[src/rtl/vcis_pkg.sv]
// vcis_pkg: types, constants and register indexes for the vehicle control input shaper
// used by vcis_cfg_regs, vcis_tick and vehicle_control_input_shaper_top; no dependencies
package vcis_pkg;

  localparam int LVL_W   = 15;
  localparam int STEER_W = 16;
  localparam int SPEED_W = 16;
  localparam int CFG_W   = 15;
  localparam int CFG_IDX_W = 3;

  typedef enum logic [CFG_IDX_W-1:0] {
    CFG_THROTTLE_UP   = 3'd0,
    CFG_THROTTLE_DOWN = 3'd1,
    CFG_BRAKE_UP      = 3'd2,
    CFG_BRAKE_DOWN    = 3'd3,
    CFG_STEER_SLEW    = 3'd4,
    CFG_STEER_RETURN  = 3'd5
  } cfg_idx_t;

  localparam logic [CFG_W-1:0] RST_THROTTLE_UP   = 15'd328;
  localparam logic [CFG_W-1:0] RST_THROTTLE_DOWN = 15'd492;
  localparam logic [CFG_W-1:0] RST_BRAKE_UP      = 15'd492;
  localparam logic [CFG_W-1:0] RST_BRAKE_DOWN    = 15'd656;
  localparam logic [CFG_W-1:0] RST_STEER_SLEW    = 15'd492;
  localparam logic [CFG_W-1:0] RST_STEER_RETURN  = 15'd328;

  localparam logic [LVL_W-1:0]          LVL_ONE         = 15'd16384;
  localparam logic [LVL_W-1:0]          BRAKE_REV_REQ   = 15'd8192;
  localparam logic [LVL_W-1:0]          BRAKE_WRONG_DIR = 15'd13107;
  localparam logic signed [STEER_W-1:0] STEER_ONE       = 16'sd16384;
  localparam logic signed [STEER_W-1:0] STEER_NEG_ONE   = -16'sd16384;
  localparam logic signed [17:0]        STEER_DEAD_ZONE = 18'sd164;
  localparam logic signed [SPEED_W-1:0] SPEED_BAND1     = 16'sd160;
  localparam logic signed [SPEED_W-1:0] SPEED_BAND2     = 16'sd480;
  localparam logic signed [SPEED_W-1:0] SPEED_BAND3     = 16'sd960;
  localparam logic signed [SPEED_W-1:0] SPEED_ONE       = 16'sd16;
  localparam logic signed [SPEED_W-1:0] SPEED_NEG_ONE   = -16'sd16;
  localparam logic [16:0]               ABS_SPEED_ONE   = 17'd16;
  localparam logic [16:0]               ABS_SPEED_HALF  = 17'd8;
  // ceil(2^22 / 10), exact floor division by ten for operands below 2^18
  localparam logic [18:0] RECIP_TEN = 19'd419431;
  localparam int          RECIP_SHIFT = 22;

  typedef struct packed {
    logic [LVL_W-1:0]          throttle_pedal;
    logic [LVL_W-1:0]          brake_pedal;
    logic                      accelerate_button;
    logic                      brake_button;
    logic signed [STEER_W-1:0] steer_axis;
    logic                      left_button;
    logic                      right_button;
    logic                      reverse_button;
    logic signed [SPEED_W-1:0] vehicle_speed;
  } vcis_in_t;

  typedef struct packed {
    logic [LVL_W-1:0]          throttle_out;
    logic [LVL_W-1:0]          brake_out;
    logic signed [STEER_W-1:0] steer_out;
    logic                      reverse_out;
  } vcis_out_t;

  typedef struct packed {
    logic [CFG_W-1:0] throttle_up_step;
    logic [CFG_W-1:0] throttle_down_step;
    logic [CFG_W-1:0] brake_up_step;
    logic [CFG_W-1:0] brake_down_step;
    logic [CFG_W-1:0] steer_slew_step;
    logic [CFG_W-1:0] steer_return_step;
  } vcis_cfg_t;

endpackage

[src/rtl/vcis_cfg_regs.sv]
// vcis_cfg_regs: step registers of the input shaper, written through a plain write port
// depends on vcis_pkg
module vcis_cfg_regs (
  input  logic                          clk,
  input  logic                          rst_n,
  input  logic                          cfg_we,
  input  logic [vcis_pkg::CFG_IDX_W-1:0] cfg_addr,
  input  logic [vcis_pkg::CFG_W-1:0]    cfg_wdata,
  output vcis_pkg::vcis_cfg_t           cfg
);

  vcis_pkg::vcis_cfg_t cfg_r, cfg_nxt;

  always_comb begin
    cfg_nxt = cfg_r;
    if (cfg_we) begin
      case (cfg_addr)
        vcis_pkg::CFG_THROTTLE_UP:   cfg_nxt.throttle_up_step   = cfg_wdata;
        vcis_pkg::CFG_THROTTLE_DOWN: cfg_nxt.throttle_down_step = cfg_wdata;
        vcis_pkg::CFG_BRAKE_UP:      cfg_nxt.brake_up_step      = cfg_wdata;
        vcis_pkg::CFG_BRAKE_DOWN:    cfg_nxt.brake_down_step    = cfg_wdata;
        vcis_pkg::CFG_STEER_SLEW:    cfg_nxt.steer_slew_step    = cfg_wdata;
        vcis_pkg::CFG_STEER_RETURN:  cfg_nxt.steer_return_step  = cfg_wdata;
        default: ;
      endcase
    end
  end

  always_ff @(posedge clk) begin
    if (!rst_n) begin
      cfg_r.throttle_up_step   <= vcis_pkg::RST_THROTTLE_UP;
      cfg_r.throttle_down_step <= vcis_pkg::RST_THROTTLE_DOWN;
      cfg_r.brake_up_step      <= vcis_pkg::RST_BRAKE_UP;
      cfg_r.brake_down_step    <= vcis_pkg::RST_BRAKE_DOWN;
      cfg_r.steer_slew_step    <= vcis_pkg::RST_STEER_SLEW;
      cfg_r.steer_return_step  <= vcis_pkg::RST_STEER_RETURN;
    end else begin
      cfg_r <= cfg_nxt;
    end
  end

  assign cfg = cfg_r;

endmodule

[src/rtl/vcis_tick.sv]
// vcis_tick: per-tick shaping logic and the throttle, brake and steer level registers
// depends on vcis_pkg
module vcis_tick (
  input  logic                 clk,
  input  logic                 rst_n,
  input  logic                 fire,
  input  vcis_pkg::vcis_cfg_t  cfg,
  input  vcis_pkg::vcis_in_t   in_item,
  output vcis_pkg::vcis_out_t  result
);

  logic [vcis_pkg::LVL_W-1:0]          thr_lvl_r, thr_lvl_nxt;
  logic [vcis_pkg::LVL_W-1:0]          brk_lvl_r, brk_lvl_nxt;
  logic signed [vcis_pkg::STEER_W-1:0] str_lvl_r, str_lvl_nxt;

  function automatic logic [vcis_pkg::LVL_W-1:0] ramp(
    input logic [vcis_pkg::LVL_W-1:0] lvl,
    input logic                       up,
    input logic [vcis_pkg::CFG_W-1:0] up_step,
    input logic [vcis_pkg::CFG_W-1:0] dn_step
  );
    logic signed [16:0] sum;
    if (up) sum = $signed({2'b00, lvl}) + $signed({2'b00, up_step});
    else    sum = $signed({2'b00, lvl}) - $signed({2'b00, dn_step});
    if (sum < 17'sd0) return '0;
    else if (sum > $signed({2'b00, vcis_pkg::LVL_ONE})) return vcis_pkg::LVL_ONE;
    else return sum[vcis_pkg::LVL_W-1:0];
  endfunction

  function automatic logic [vcis_pkg::LVL_W-1:0] sat_axis(input logic [vcis_pkg::LVL_W-1:0] a);
    return (a > vcis_pkg::LVL_ONE) ? vcis_pkg::LVL_ONE : a;
  endfunction

  logic signed [16:0] s_ext, abs_axis, spd_ext, abs_speed_s;
  logic [16:0]        abs_speed;
  logic signed [vcis_pkg::STEER_W-1:0] target;
  logic signed [17:0] lvl18, tgt18, slew18, up18, dn18;
  logic signed [vcis_pkg::STEER_W-1:0] slewed;
  logic [14:0]        mag;
  logic [17:0]        m18, xsc;
  logic [36:0]        prod;
  logic [14:0]        q;
  logic signed [15:0] sq;
  logic               rev;
  logic               wrong_dir;
  logic [vcis_pkg::LVL_W-1:0] brk_o;
  logic signed [17:0] ret18, cen18;

  always_comb begin
    // throttle and brake levels
    if (in_item.throttle_pedal != '0 || in_item.brake_pedal != '0) begin
      thr_lvl_nxt = sat_axis(in_item.throttle_pedal);
      brk_lvl_nxt = sat_axis(in_item.brake_pedal);
    end else begin
      thr_lvl_nxt = ramp(thr_lvl_r, in_item.accelerate_button,
                         cfg.throttle_up_step, cfg.throttle_down_step);
      brk_lvl_nxt = ramp(brk_lvl_r, in_item.brake_button,
                         cfg.brake_up_step, cfg.brake_down_step);
    end

    // steer target
    s_ext    = 17'(in_item.steer_axis);
    abs_axis = (s_ext < 17'sd0) ? -s_ext : s_ext;
    if (18'(abs_axis) >= vcis_pkg::STEER_DEAD_ZONE) begin
      if (in_item.steer_axis > vcis_pkg::STEER_ONE)          target = vcis_pkg::STEER_ONE;
      else if (in_item.steer_axis < vcis_pkg::STEER_NEG_ONE) target = vcis_pkg::STEER_NEG_ONE;
      else                                                   target = in_item.steer_axis;
    end else if (in_item.left_button && !in_item.right_button) begin
      target = vcis_pkg::STEER_ONE;
    end else if (in_item.right_button && !in_item.left_button) begin
      target = vcis_pkg::STEER_NEG_ONE;
    end else begin
      target = '0;
    end

    // slew toward target without overshoot
    lvl18 = 18'(str_lvl_r);
    tgt18 = 18'(target);
    up18  = lvl18 + $signed({3'b000, cfg.steer_slew_step});
    dn18  = lvl18 - $signed({3'b000, cfg.steer_slew_step});
    if (tgt18 > lvl18)      slew18 = (up18 < tgt18) ? up18 : tgt18;
    else if (tgt18 < lvl18) slew18 = (dn18 > tgt18) ? dn18 : tgt18;
    else                    slew18 = lvl18;
    slewed = slew18[vcis_pkg::STEER_W-1:0];

    // speed band scaling, round half away from zero
    mag = (slewed < 16'sd0) ? 15'(-slewed) : 15'(slewed);
    m18 = {3'b000, mag};
    if (in_item.vehicle_speed < vcis_pkg::SPEED_BAND1)      xsc = (m18 << 3) + (m18 << 1);
    else if (in_item.vehicle_speed < vcis_pkg::SPEED_BAND2) xsc = m18 << 3;
    else if (in_item.vehicle_speed < vcis_pkg::SPEED_BAND3) xsc = (m18 << 2) + (m18 << 1);
    else                                                    xsc = m18 << 2;
    xsc  = xsc + 18'd5;
    prod = 37'(xsc) * 37'(vcis_pkg::RECIP_TEN);
    q    = prod[vcis_pkg::RECIP_SHIFT +: 15];
    sq   = $signed({1'b0, q});
    result.steer_out = (slewed < 16'sd0) ? -sq : sq;

    // reverse and direction rules
    spd_ext     = 17'(in_item.vehicle_speed);
    abs_speed_s = (spd_ext < 17'sd0) ? -spd_ext : spd_ext;
    abs_speed   = abs_speed_s;
    rev   = in_item.reverse_button && (abs_speed < vcis_pkg::ABS_SPEED_ONE);
    brk_o = brk_lvl_nxt;
    if (in_item.reverse_button && !rev && brk_o < vcis_pkg::BRAKE_REV_REQ)
      brk_o = vcis_pkg::BRAKE_REV_REQ;
    wrong_dir = (rev && in_item.vehicle_speed > vcis_pkg::SPEED_ONE) ||
                (!rev && in_item.vehicle_speed < vcis_pkg::SPEED_NEG_ONE);
    result.throttle_out = thr_lvl_nxt;
    if (wrong_dir) begin
      if (brk_o < vcis_pkg::BRAKE_WRONG_DIR) brk_o = vcis_pkg::BRAKE_WRONG_DIR;
      result.throttle_out = '0;
    end
    result.brake_out   = brk_o;
    result.reverse_out = rev;

    // self-centering for the next tick
    ret18 = $signed({3'b000, cfg.steer_return_step});
    cen18 = slew18;
    if (!in_item.left_button && !in_item.right_button && abs_speed > vcis_pkg::ABS_SPEED_HALF) begin
      if (slew18 >= vcis_pkg::STEER_DEAD_ZONE) begin
        cen18 = slew18 - ret18;
        if (cen18 < 18'sd0) cen18 = '0;
      end else if (slew18 <= -vcis_pkg::STEER_DEAD_ZONE) begin
        cen18 = slew18 + ret18;
        if (cen18 > 18'sd0) cen18 = '0;
      end
    end
    str_lvl_nxt = cen18[vcis_pkg::STEER_W-1:0];
  end

  always_ff @(posedge clk) begin
    if (!rst_n) begin
      thr_lvl_r <= '0;
      brk_lvl_r <= '0;
      str_lvl_r <= '0;
    end else if (fire) begin
      thr_lvl_r <= thr_lvl_nxt;
      brk_lvl_r <= brk_lvl_nxt;
      str_lvl_r <= str_lvl_nxt;
    end
  end

endmodule

[src/rtl/vehicle_control_input_shaper_top.sv]
// vehicle_control_input_shaper_top: input register, tick logic and result register
// depends on vcis_pkg, vcis_cfg_regs and vcis_tick
//
// One input transfer is one control tick carrying the driver inputs and the
// signed vehicle speed; each tick gives exactly one result transfer with
// throttle, brake, steer and reverse commands.
// A tick accepted into the input register is processed and placed in the result
// register once that register is free or being read.
// Throughput: one tick per cycle while the receiver does not stall; the level
// registers update once per tick, which is the loop that sets that rate.
// When the receiver stalls the result register holds, and the input register
// still takes one more tick; in_ready drops only when both are full.
// Reset: the step registers take their default values, the throttle, brake
// and steer levels clear to zero and both pipeline stages empty.
// Step registers go through cfg_we/cfg_addr/cfg_wdata; unknown indexes are ignored.
// The user must write them only while the block is idle, which is not enforced.
module vehicle_control_input_shaper_top (
  input  logic                           clk,
  input  logic                           rst_n,
  input  logic                           in_valid,
  output logic                           in_ready,
  input  vcis_pkg::vcis_in_t             in_data,
  output logic                           out_valid,
  input  logic                           out_ready,
  output vcis_pkg::vcis_out_t            out_data,
  input  logic                           cfg_we,
  input  logic [vcis_pkg::CFG_IDX_W-1:0] cfg_addr,
  input  logic [vcis_pkg::CFG_W-1:0]     cfg_wdata
);

  logic                in_valid_r;
  vcis_pkg::vcis_in_t  in_data_r;
  logic                out_valid_r;
  vcis_pkg::vcis_out_t out_data_r;
  vcis_pkg::vcis_out_t result;
  vcis_pkg::vcis_cfg_t cfg;
  logic                advance;
  logic                fire;

  assign advance  = !out_valid_r || out_ready;
  assign fire     = in_valid_r && advance;
  assign in_ready = !in_valid_r || advance;

  vcis_cfg_regs u_cfg (
    .clk       (clk),
    .rst_n     (rst_n),
    .cfg_we    (cfg_we),
    .cfg_addr  (cfg_addr),
    .cfg_wdata (cfg_wdata),
    .cfg       (cfg)
  );

  vcis_tick u_tick (
    .clk     (clk),
    .rst_n   (rst_n),
    .fire    (fire),
    .cfg     (cfg),
    .in_item (in_data_r),
    .result  (result)
  );

  always_ff @(posedge clk) begin
    if (!rst_n) begin
      in_valid_r  <= 1'b0;
      out_valid_r <= 1'b0;
    end else begin
      if (in_ready) in_valid_r <= in_valid;
      if (advance)  out_valid_r <= in_valid_r;
    end
  end

  always_ff @(posedge clk) begin
    if (in_ready && in_valid) in_data_r <= in_data;
    if (fire)                 out_data_r <= result;
  end

  assign out_valid = out_valid_r;
  assign out_data  = out_data_r;

  // a processed tick always lands in the result register
  a_fire_to_out: assert property (@(posedge clk) disable iff (!rst_n)
    fire |=> out_valid)
    else $error("processed tick did not reach the result register");

  // back-pressure only when both stages hold a tick
  a_ready_low: assert property (@(posedge clk) disable iff (!rst_n)
    !in_ready |-> (in_valid_r && out_valid_r && !out_ready))
    else $error("input stalled while a stage was free");

  // level commands stay within 0..1.0
  a_levels: assert property (@(posedge clk) disable iff (!rst_n)
    out_valid |-> (out_data.throttle_out <= vcis_pkg::LVL_ONE &&
                   out_data.brake_out <= vcis_pkg::LVL_ONE))
    else $error("throttle or brake command out of range");

  // steer command within -1.0..1.0
  a_steer: assert property (@(posedge clk) disable iff (!rst_n)
    out_valid |-> (out_data.steer_out <= vcis_pkg::STEER_ONE &&
                   out_data.steer_out >= vcis_pkg::STEER_NEG_ONE))
    else $error("steer command out of range");

endmodule

[config.mk]
export PLATFORM = sky130hd
export DESIGN_NAME = vehicle_control_input_shaper_top
export DESIGN_NICKNAME = d
export VERILOG_FILES = /design/src/rtl/vcis_pkg.sv /design/src/rtl/vcis_cfg_regs.sv /design/src/rtl/vcis_tick.sv /design/src/rtl/vehicle_control_input_shaper_top.sv
export SDC_FILE = /design/constraint.sdc
export NUM_CORES = 1
export LEC_CHECK = 0
export BUFFER_PORTS_ARGS = -buffer_cell sky130_fd_sc_hd__buf_2
export CORE_MARGIN = 2
export CORE_UTILIZATION = 40
export CTS_BUF_LIST = sky130_fd_sc_hd__clkbuf_16
export DETAILED_ROUTE_END_ITERATION = 8
export PLACE_DENSITY = 0.52
export SETUP_SLACK_MARGIN = 0.2
export SYNTH_ARGS = -nofsm -noshare
export SYNTH_HDL_FRONTEND = slang
export SYNTH_HIERARCHICAL = 1
export SYNTH_SLANG_ARGS = --single-unit
[constraint.sdc]
create_clock -name clk -period 20.2 [get_ports clk]
set_input_delay 1.01 -clock clk [delete_from_list [all_inputs] [get_ports clk]]
set_output_delay 1.01 -clock clk [all_outputs]
set_load 0.02 [all_outputs]
==> qor.log, run 1 <==
INFO  status         result_of_the_run=complete, no violations
INFO  sta            period_share=92.07%
INFO  setup_path     setup.reg_to_reg.worst_slack=1.60ns
INFO  cts            cts_hold_buf=0
INFO  die            start_util=40.38%
INFO  placed_design  count_of_buffers_from_port_buffering=138
INFO  synthesis      postSynthNetCount=3644
INFO  synthesis      synth_sequential_area_ratio=23.34%
INFO  setup_path     critPathKind=reg2reg
INFO  placed_design  gp_congestion=0.9387
INFO  cells_and_area nNetsFinal=3734
INFO  die            chipHeight=261.4um
INFO  grt            grt_pass1_vias=22901
INFO  job            max-cap-violations=0
INFO  grt            grtUsageTotal=23.65%
INFO  setup_path     cpMaxStageDelayCell=sky130_fd_sc_hd__xnor2_1
INFO  drt            routedWlPerCell=19.84um
INFO  sta            tightest_slew=1.229ns
INFO  cts            tritoncts_num_sinks=252
INFO  synthesis      synth.ff_latch_count=252
INFO  setup_path     max_stage_delay=0.99ns
INFO  grt            globalRoute.totalOverflow=0
INFO  cts            clock_tree.buffer_depth=3
INFO  synthesis      yosysTopAreaCell=sky130_fd_sc_hd__ha_1
INFO  cts            worstSkewPairLatency=0.61ns
INFO  sta            slew-limit-headroom=17.50%
INFO  setup_path     worst-path-max-fanout=16
INFO  die            core_area=65630squm
INFO  die            die_w=261.4um
INFO  synthesis      netlist_area=26500squm
INFO  drt            routed_wirelength=81500um
INFO  cts            cts_post_setup_buffers_inserted=0
INFO  synthesis      post_synth_edffs=114
INFO  cells_and_area drive_above_1_share=8.878%
INFO  synthesis      yosysWarningCount=6
INFO  synthesis      area_share_of_the_largest_cell_type_after_synthesis=15.11%
INFO  placed_design  hpwlAfterDp=64730um
INFO  cts            clk_pin_slew_worst_paths=0.06ns
INFO  sta            finalWorstPathRequiredPeriod=18.60ns
INFO  worst_hold_path hold_path_end=u_cfg/cfg[69]
INFO  setup_path     crit_path_start_kind=flip-flop
INFO  setup_path     worst-r2r-cell-count=56
INFO  worst_hold_path min-delay-path-class=reg2reg
INFO  setup_path     critical_path_arrival=18.95ns
INFO  drt            vias_per_cell=5.633
INFO  cells_and_area final_common_cell=sky130_fd_sc_hd__inv_1
INFO  drt            detail-route-antenna-nets=0
INFO  grt            grt_start_max_net_pins=78
INFO  die            rows=94
INFO  setup_path     cp_data_required_time=20.55ns
INFO  die            ioPinCount=139
INFO  sta            finalMaxSlewViolations=0
INFO  worst_hold_path worst_hold_path.num_cells=2
INFO  synthesis      synthDistinctLibCells=107
INFO  setup_path     timing.rr.start=in_data_r[23]
INFO  cells_and_area area_delta_synth_final=10.02%
INFO  sta            grt_setup_unrepaired=false
INFO  cts            ctsResizeCount=0
INFO  synthesis      ys_top_cells_by_area=sky130_fd_sc_hd__ha_1 (15%), sky130_fd_sc_hd__edfxtp_1 (13%), sky130_fd_sc_hd__dfxtp_1 (10%), sky130_fd_sc_hd__fa_1 (7.9%), sky130_fd_sc_hd__inv_1 (5.5%)
INFO  sta            final-setup-viol-count=0
INFO  sta            fmax=53.77MHz
INFO  cts            numCtsBuffers=31
INFO  sta            finClkSkew=0.01719ns
INFO  sta            setup_total_negative_slack=0ns
INFO  worst_hold_path timing.hold.worst.start=u_cfg/cfg[69]
INFO  drt            drt_drc_violations_left=0
INFO  synthesis      syn-mean-instance-area=8.469squm
INFO  grt            grt_antenna_before_repair=1
INFO  setup_path     regToRegEndpoint=out_data[14]
INFO  grt            grt_first_pass_wirelength=128300um
INFO  synthesis      synth-async-reset-ratio=0%
INFO  die            floorplan.die_area=68320squm
INFO  sta            timing.final.hold_violations=0
INFO  drt            dr.pass1.iters=5
INFO  drt            dr.first_iter.drc_count=1690
INFO  synthesis      synthesis.instances=3129
INFO  cts            clock_tree_from_tritoncts=built
INFO  cts            clk_root_buffer_cell=sky130_fd_sc_hd__clkbuf_16
INFO  cts            ctsHtreeMaxLevel=1
INFO  synthesis      yosys_most_used_dff=sky130_fd_sc_hd__dfxtp_1
INFO  setup_path     worstSetupEndpointType=flip-flop
INFO  drt            via_count=23144
INFO  cells_and_area layout.cells.most_common_list=sky130_fd_sc_hd__inv_1 (392), sky130_fd_sc_hd__ha_1 (320), sky130_fd_sc_hd__nand2_1 (240)
## cells by family (layout without fill, tap and decap cells)
kind of cell             after synthesis  count (layout)  synth area share [%]
AO/OA/AOI/OAI                        830             830                 21.04
other                                  0               1                     0
flip-flops                           252             252                 23.34
adder cells (fa/ha/maj)              425             425                 23.04
multiplexers                         105             105                 3.975
buffers and inverters                518             633                 7.531
XOR/XNOR                             167             167                 5.576
AND/OR/NAND/NOR                      832             832                 15.49
## synth_stat cells (11+ instances only)
cell / count
sky130_fd_sc_hd__o21ai_0: 147
sky130_fd_sc_hd__or2_2: 11
sky130_fd_sc_hd__o21a_1: 23
sky130_fd_sc_hd__nand2_1: 240
sky130_fd_sc_hd__nor3_1: 61
sky130_fd_sc_hd__a211oi_1: 64
sky130_fd_sc_hd__and2_1: 14
sky130_fd_sc_hd__edfxtp_1: 114
sky130_fd_sc_hd__fa_1: 105
sky130_fd_sc_hd__o31a_1: 11
sky130_fd_sc_hd__mux2i_1: 103
sky130_fd_sc_hd__nor2_1: 219
sky130_fd_sc_hd__o221ai_1: 15
sky130_fd_sc_hd__xor2_1: 38
sky130_fd_sc_hd__xnor2_1: 127
sky130_fd_sc_hd__a21o_1: 39
sky130_fd_sc_hd__a21oi_1: 208
sky130_fd_sc_hd__and3_1: 18
sky130_fd_sc_hd__dfxtp_1: 138
sky130_fd_sc_hd__nor2b_1: 58
sky130_fd_sc_hd__o21bai_1: 48
sky130_fd_sc_hd__clkbuf_1: 79
sky130_fd_sc_hd__nor4_1: 30
sky130_fd_sc_hd__o22ai_1: 18
sky130_fd_sc_hd__or3_1: 18
sky130_fd_sc_hd__nand3_1: 46
sky130_fd_sc_hd__inv_1: 390
sky130_fd_sc_hd__a31oi_1: 32
sky130_fd_sc_hd__o211ai_1: 19
sky130_fd_sc_hd__nand2b_1: 25
sky130_fd_sc_hd__a22oi_1: 16
sky130_fd_sc_hd__ha_1: 320
sky130_fd_sc_hd__o31ai_1: 25
sky130_fd_sc_hd__buf_2: 22
sky130_fd_sc_hd__inv_2: 14
sky130_fd_sc_hd__a2bb2oi_1: 17
sky130_fd_sc_hd__a32oi_1: 26
sky130_fd_sc_hd__nand4_1: 34
## routing by layer
layer	part of all wire, %	vias to the layer above	global-route usage, %
li1	-	11321	-
met1	47	11028	32.91
met2	45	679	38.67
met3	5.1	114	2.613
met4	2.7	2	6.850
met5	0.013	-	0
## sequential cells by signal, summed over array words and instances, names as in the netlist
signal,flops
u_cfg/cfg,90
in_data_r,67
out_data,47
u_tick/str_lvl_r,16
u_tick/brk_lvl_r,15
u_tick/thr_lvl_r,15
in_valid_r,1
out_valid,1
## worst max-delay path, delay by kind of cell, from the launching register on
kind	cells	cell delay, ns
xor+xnor	5	1.77
flops	1	0.51
compound gates	24	7.78
simple gates	9	2.66
fa+ha+maj	9	4.15
mux	1	0.10
buf+inv	8	1.31
## metrics by stage
stage / instances / hold slack (ns) / utilization, % / cell area (sq um) / setup slack, ns
6_report: 4109 / 0.4563 / 44.43 / 29160 / 1.601
5_1_grt: 4108 / 0.4694 / 44.42 / 29150 / 0.2791
4_1_cts: 4108 / 0.4587 / 44.42 / 29150 / 1.739
3_5_place_dp: 4050 / 0.4508 / 42.78 / 28070 / 1.801
3_3_place_gp: 4050 / 0.4449 / 42.78 / 28070 / 2.086
2_1_floorplan: 3129 / 0.4347 / - / 26500 / 4.443
## final cells by class
cell class	count	area (sq um)
multi-input cells	2359	18360
flip-flops and latches	252	6186
repair buffers	168	918.4
clock buffers	34	850.8
inverters	407	1528
diodes	1	2.502
fillers	6628	36470
clock inverters	24	229.0
well taps	864	1081
## worst max-delay path by stage
stage / startpoint / endpoint / slack, ns / cells after the start
floorplan: in_data_r[19] / out_data[13] / 4.44 / 64
finish: in_data_r[23] / out_data[14] / 1.60 / 56
detailed placement: in_data_r[23] / out_data[14] / 1.80 / 56
CTS: in_data_r[23] / out_data[14] / 1.74 / 56
global placement: in_data_r[19] / out_data[14] / 2.09 / 58
global route: in_data_r[20] / out_data[13] / 0.28 / 61
Power of run 1 is not shown: default switching activity piles up to over one toggle a cycle in this logic, so the estimate is an artifact.
==> run 2, diff against run 1 <==
BUFFER_PORTS_ARGS = -buffer_cell sky130_fd_sc_hd__buf_4   (was -buffer_cell sky130_fd_sc_hd__buf_2)
GPL_TIMING_DRIVEN = 0   (was not set)
==> run 2 against run 1 <==
  * Count of clock-buffer cells in the layout shrank 2
  * Design area grew 2.4%
  * Non-clock buffer count grew 84
  * Final cell count grew 2.0%
  * Die area is the same
  * Clock skew grew 0.0079 ns
  * Routed wire length grew 4.4%
  * Via count grew 1.6%
  * Flip-flop and latch count is the same
  * Maximum frequency shrank 1.6%
  * Sequential share of layout area shrank 0.50 points
==> qor.log, run 2 (synthesis results as in run 1) <==
INFO  setup_path     crit_path_start_kind=flip-flop
INFO  cts            tritoncts_num_sinks=252 [unchanged]
INFO  die            floorplan.die_area=68320squm [unchanged]
INFO  placed_design  gp_congestion=0.9379 [about the same]
INFO  cts            clk_pin_slew_worst_paths=0.06ns [about the same]
INFO  die            core_area=65630squm [unchanged]
INFO  cts            clk_root_buffer_cell=sky130_fd_sc_hd__clkbuf_16
INFO  die            ioPinCount=139 [unchanged]
INFO  drt            routedWlPerCell=20.29um [+2.3%]
INFO  sta            period_share=93.55% [+1.5 points]
INFO  setup_path     timing.critical_path.depth=66 [+18%]
INFO  setup_path     max_stage_delay=0.71ns [-0.28 ns]
INFO  setup_path     cp_top_family=compound AO/OA/AOI/OAI gates
INFO  placed_design  count_of_buffers_from_port_buffering=138 [unchanged]
INFO  sta            finClkSkew=0.02514ns [+0.007943 ns]
INFO  setup_path     regToRegEndpoint=out_data[14]
INFO  setup_path     worst-path-max-fanout=10 [-6]
INFO  die            start_util=40.38% [unchanged]
INFO  cells_and_area antennaDiodeCount=0 [-1]
INFO  grt            globalRoute.totalOverflow=0 [unchanged]
INFO  grt            grt_antenna_before_repair=1 [unchanged]
INFO  setup_path     setup.reg_to_reg.worst_slack=1.30ns [-0.30 ns]
INFO  cts            ctsHtreeMaxLevel=1 [unchanged]
INFO  cts            cts_post_setup_buffers_inserted=0 [unchanged]
INFO  setup_path     worstSetupEndpointType=flip-flop
INFO  cells_and_area drive_above_1_share=8.804% [-0.074 points]
INFO  cells_and_area nNetsFinal=3818 [+2.2%]
INFO  placed_design  hpwlAfterDp=69570um [+7.5%]
INFO  placed_design  place.detailed.instances=4134 [+2.1%]
INFO  sta            timing.final.hold_violations=0 [unchanged]
INFO  setup_path     timing.critical_path.buf_inv=8 [unchanged]
INFO  sta            slew-limit-headroom=12.13% [-5.4 points]
INFO  drt            routed_wirelength=85060um [+4.4%]
INFO  setup_path     cpMaxStageDelayCell=sky130_fd_sc_hd__a2111oi_0
INFO  worst_hold_path min-delay-path-class=reg2reg
INFO  cells_and_area area_delta_synth_final=12.68%
INFO  grt            grt_start_max_net_pins=30 [-62%]
INFO  setup_path     critical_path_arrival=19.24ns [+0.29 ns]
INFO  grt            grt_pass1_vias=23517 [+2.7%]
INFO  setup_path     critPathKind=reg2reg
INFO  setup_path     timing.rr.start=u_tick/str_lvl_r[0]
INFO  drt            drt_drc_violations_left=0 [unchanged]
INFO  die            die_w=261.4um [unchanged]
INFO  sta            holdWs=0.4580ns [+0.001687 ns]
INFO  grt            grt_first_pass_wirelength=132200um [+3.0%]
INFO  status         result_of_the_run=complete, no violations
INFO  cells_and_area layout.cells.most_common_list=sky130_fd_sc_hd__inv_1 (396), sky130_fd_sc_hd__ha_1 (320), sky130_fd_sc_hd__nand2_1 (240)
INFO  drt            detail-route-antenna-nets=0 [unchanged]
INFO  drt            dr.first_iter.drc_count=1615 [-4.4%]
INFO  cells_and_area largest_register_ff_count=90 [unchanged]
INFO  sta            final-setup-viol-count=0 [unchanged]
INFO  drt            vias_per_cell=5.612 [-0.37%]
INFO  job            max-cap-violations=0 [unchanged]
INFO  cts            numCtsBuffers=31 [unchanged]
INFO  cts            clock_tree.buffer_depth=3 [unchanged]
INFO  die            rows=94 [unchanged]
INFO  die            chipHeight=261.4um [unchanged]
INFO  drt            dr.pass1.iters=6 [+1]
INFO  setup_path     cp_data_required_time=20.54ns [about the same]
INFO  setup_path     timing.critical_path.to=out_data[14]
INFO  grt            grtUsageTotal=24.64% [+0.98 points]
INFO  cells_and_area final_common_cell=sky130_fd_sc_hd__inv_1
INFO  cells_and_area stdcell_count=4192 [+2.0%]
INFO  sta            finalMaxSlewViolations=0 [unchanged]
INFO  drt            via_count=23524 [+1.6%]
INFO  sta            tightest_slew=1.310ns [+0.08152 ns]
INFO  setup_path     cp-startpoint=u_tick/str_lvl_r[0]
INFO  setup_path     worst-r2r-cell-count=66 [+18%]
INFO  cts            worstSkewPairLatency=0.61ns [about the same]
INFO  sta            setup_total_negative_slack=0ns [unchanged]
INFO  sta            finalWorstPathRequiredPeriod=18.90ns [+0.2980 ns]
INFO  sta            grt_setup_unrepaired=false
INFO  sta            fmax=52.92MHz [-1.6%]
INFO  cts            clock_tree_from_tritoncts=built
[run 2: cell types whose count changed in the layout (fill, tap and decap cells not counted), sizes merged]
cell	change
diode	-1
inv	+4
clkinv	-3
clkbuf	+78
buf	+4
bufinv	+3
clkinvlp	-2
[run 2: cell type report]
cell class / count / area (sq um)
clock buffers: 32 / 800.8
fillers: 6534 / 35770
multi-input cells: 2359 / 18390
well taps: 864 / 1081
flip-flops and latches: 252 / 6186
plain buffers: 111 / 469.2
repair buffers: 141 / 1104
inverters: 407 / 1528
clock inverters: 26 / 297.8
[run 2: repair_timing]
| item | CTS | global route |
|---|---|---|
| hold endpoints to repair | 0 | 0 |
| endpoints found under the setup margin | 0 | 15 |
| hold buffers | 0 | 0 |
| gates resized for setup | 0 | 13 |
[run 2: worst reg2reg max path, delay by kind of cell, from the launching register on]
| family | cells | cell delay (ns) |
|---|---|---|
| AOI/OAI and AO/OA | 29 | 8.34 |
| adders and majority gates | 11 | 4.58 |
| and+or+nand+nor | 13 | 2.90 |
| xor gates and xnor gates | 5 | 1.48 |
| buffers and inverters | 8 | 0.95 |
| DFF | 1 | 0.40 |
[run 2: layer usage]
| layer | vias up | wire (um) | GRT usage, % |
|---|---|---|---|
| li1 | 11473 | - | - |
| met1 | 11296 | 39110 | 33.55 |
| met2 | 655 | 39730 | 41.35 |
| met3 | 98 | 4269 | 2.865 |
| met4 | 2 | 1935 | 6.518 |
| met5 | - | 10 | 0 |
[run 2: worst min-delay path by stage]
stage                              from             to  slack, ns  cells after the start
after floorplan           u_cfg/cfg[32]  u_cfg/cfg[32]       0.43                      2
after global placement    u_cfg/cfg[69]  u_cfg/cfg[69]       0.45                      2
after detailed placement  u_cfg/cfg[32]  u_cfg/cfg[32]       0.45                      2
after CTS                 u_cfg/cfg[32]  u_cfg/cfg[32]       0.46                      2
after global routing      u_cfg/cfg[73]  u_cfg/cfg[73]       0.48                      2
final                     u_cfg/cfg[32]  u_cfg/cfg[32]       0.46                      2
[run 2: per-stage QoR]
stage	util [%]	worst slack, ns	area, sq um
2_1_floorplan	-	4.443	26500
3_3_place_gp	43.61	0.5817	28620
3_5_place_dp	43.74	0.4167	28700
4_1_cts	45.41	0.3080	29800
5_1_grt	45.50	0.2773	29860
6_report	45.50	1.303	29860
Power of run 2 is left out for the same reason.
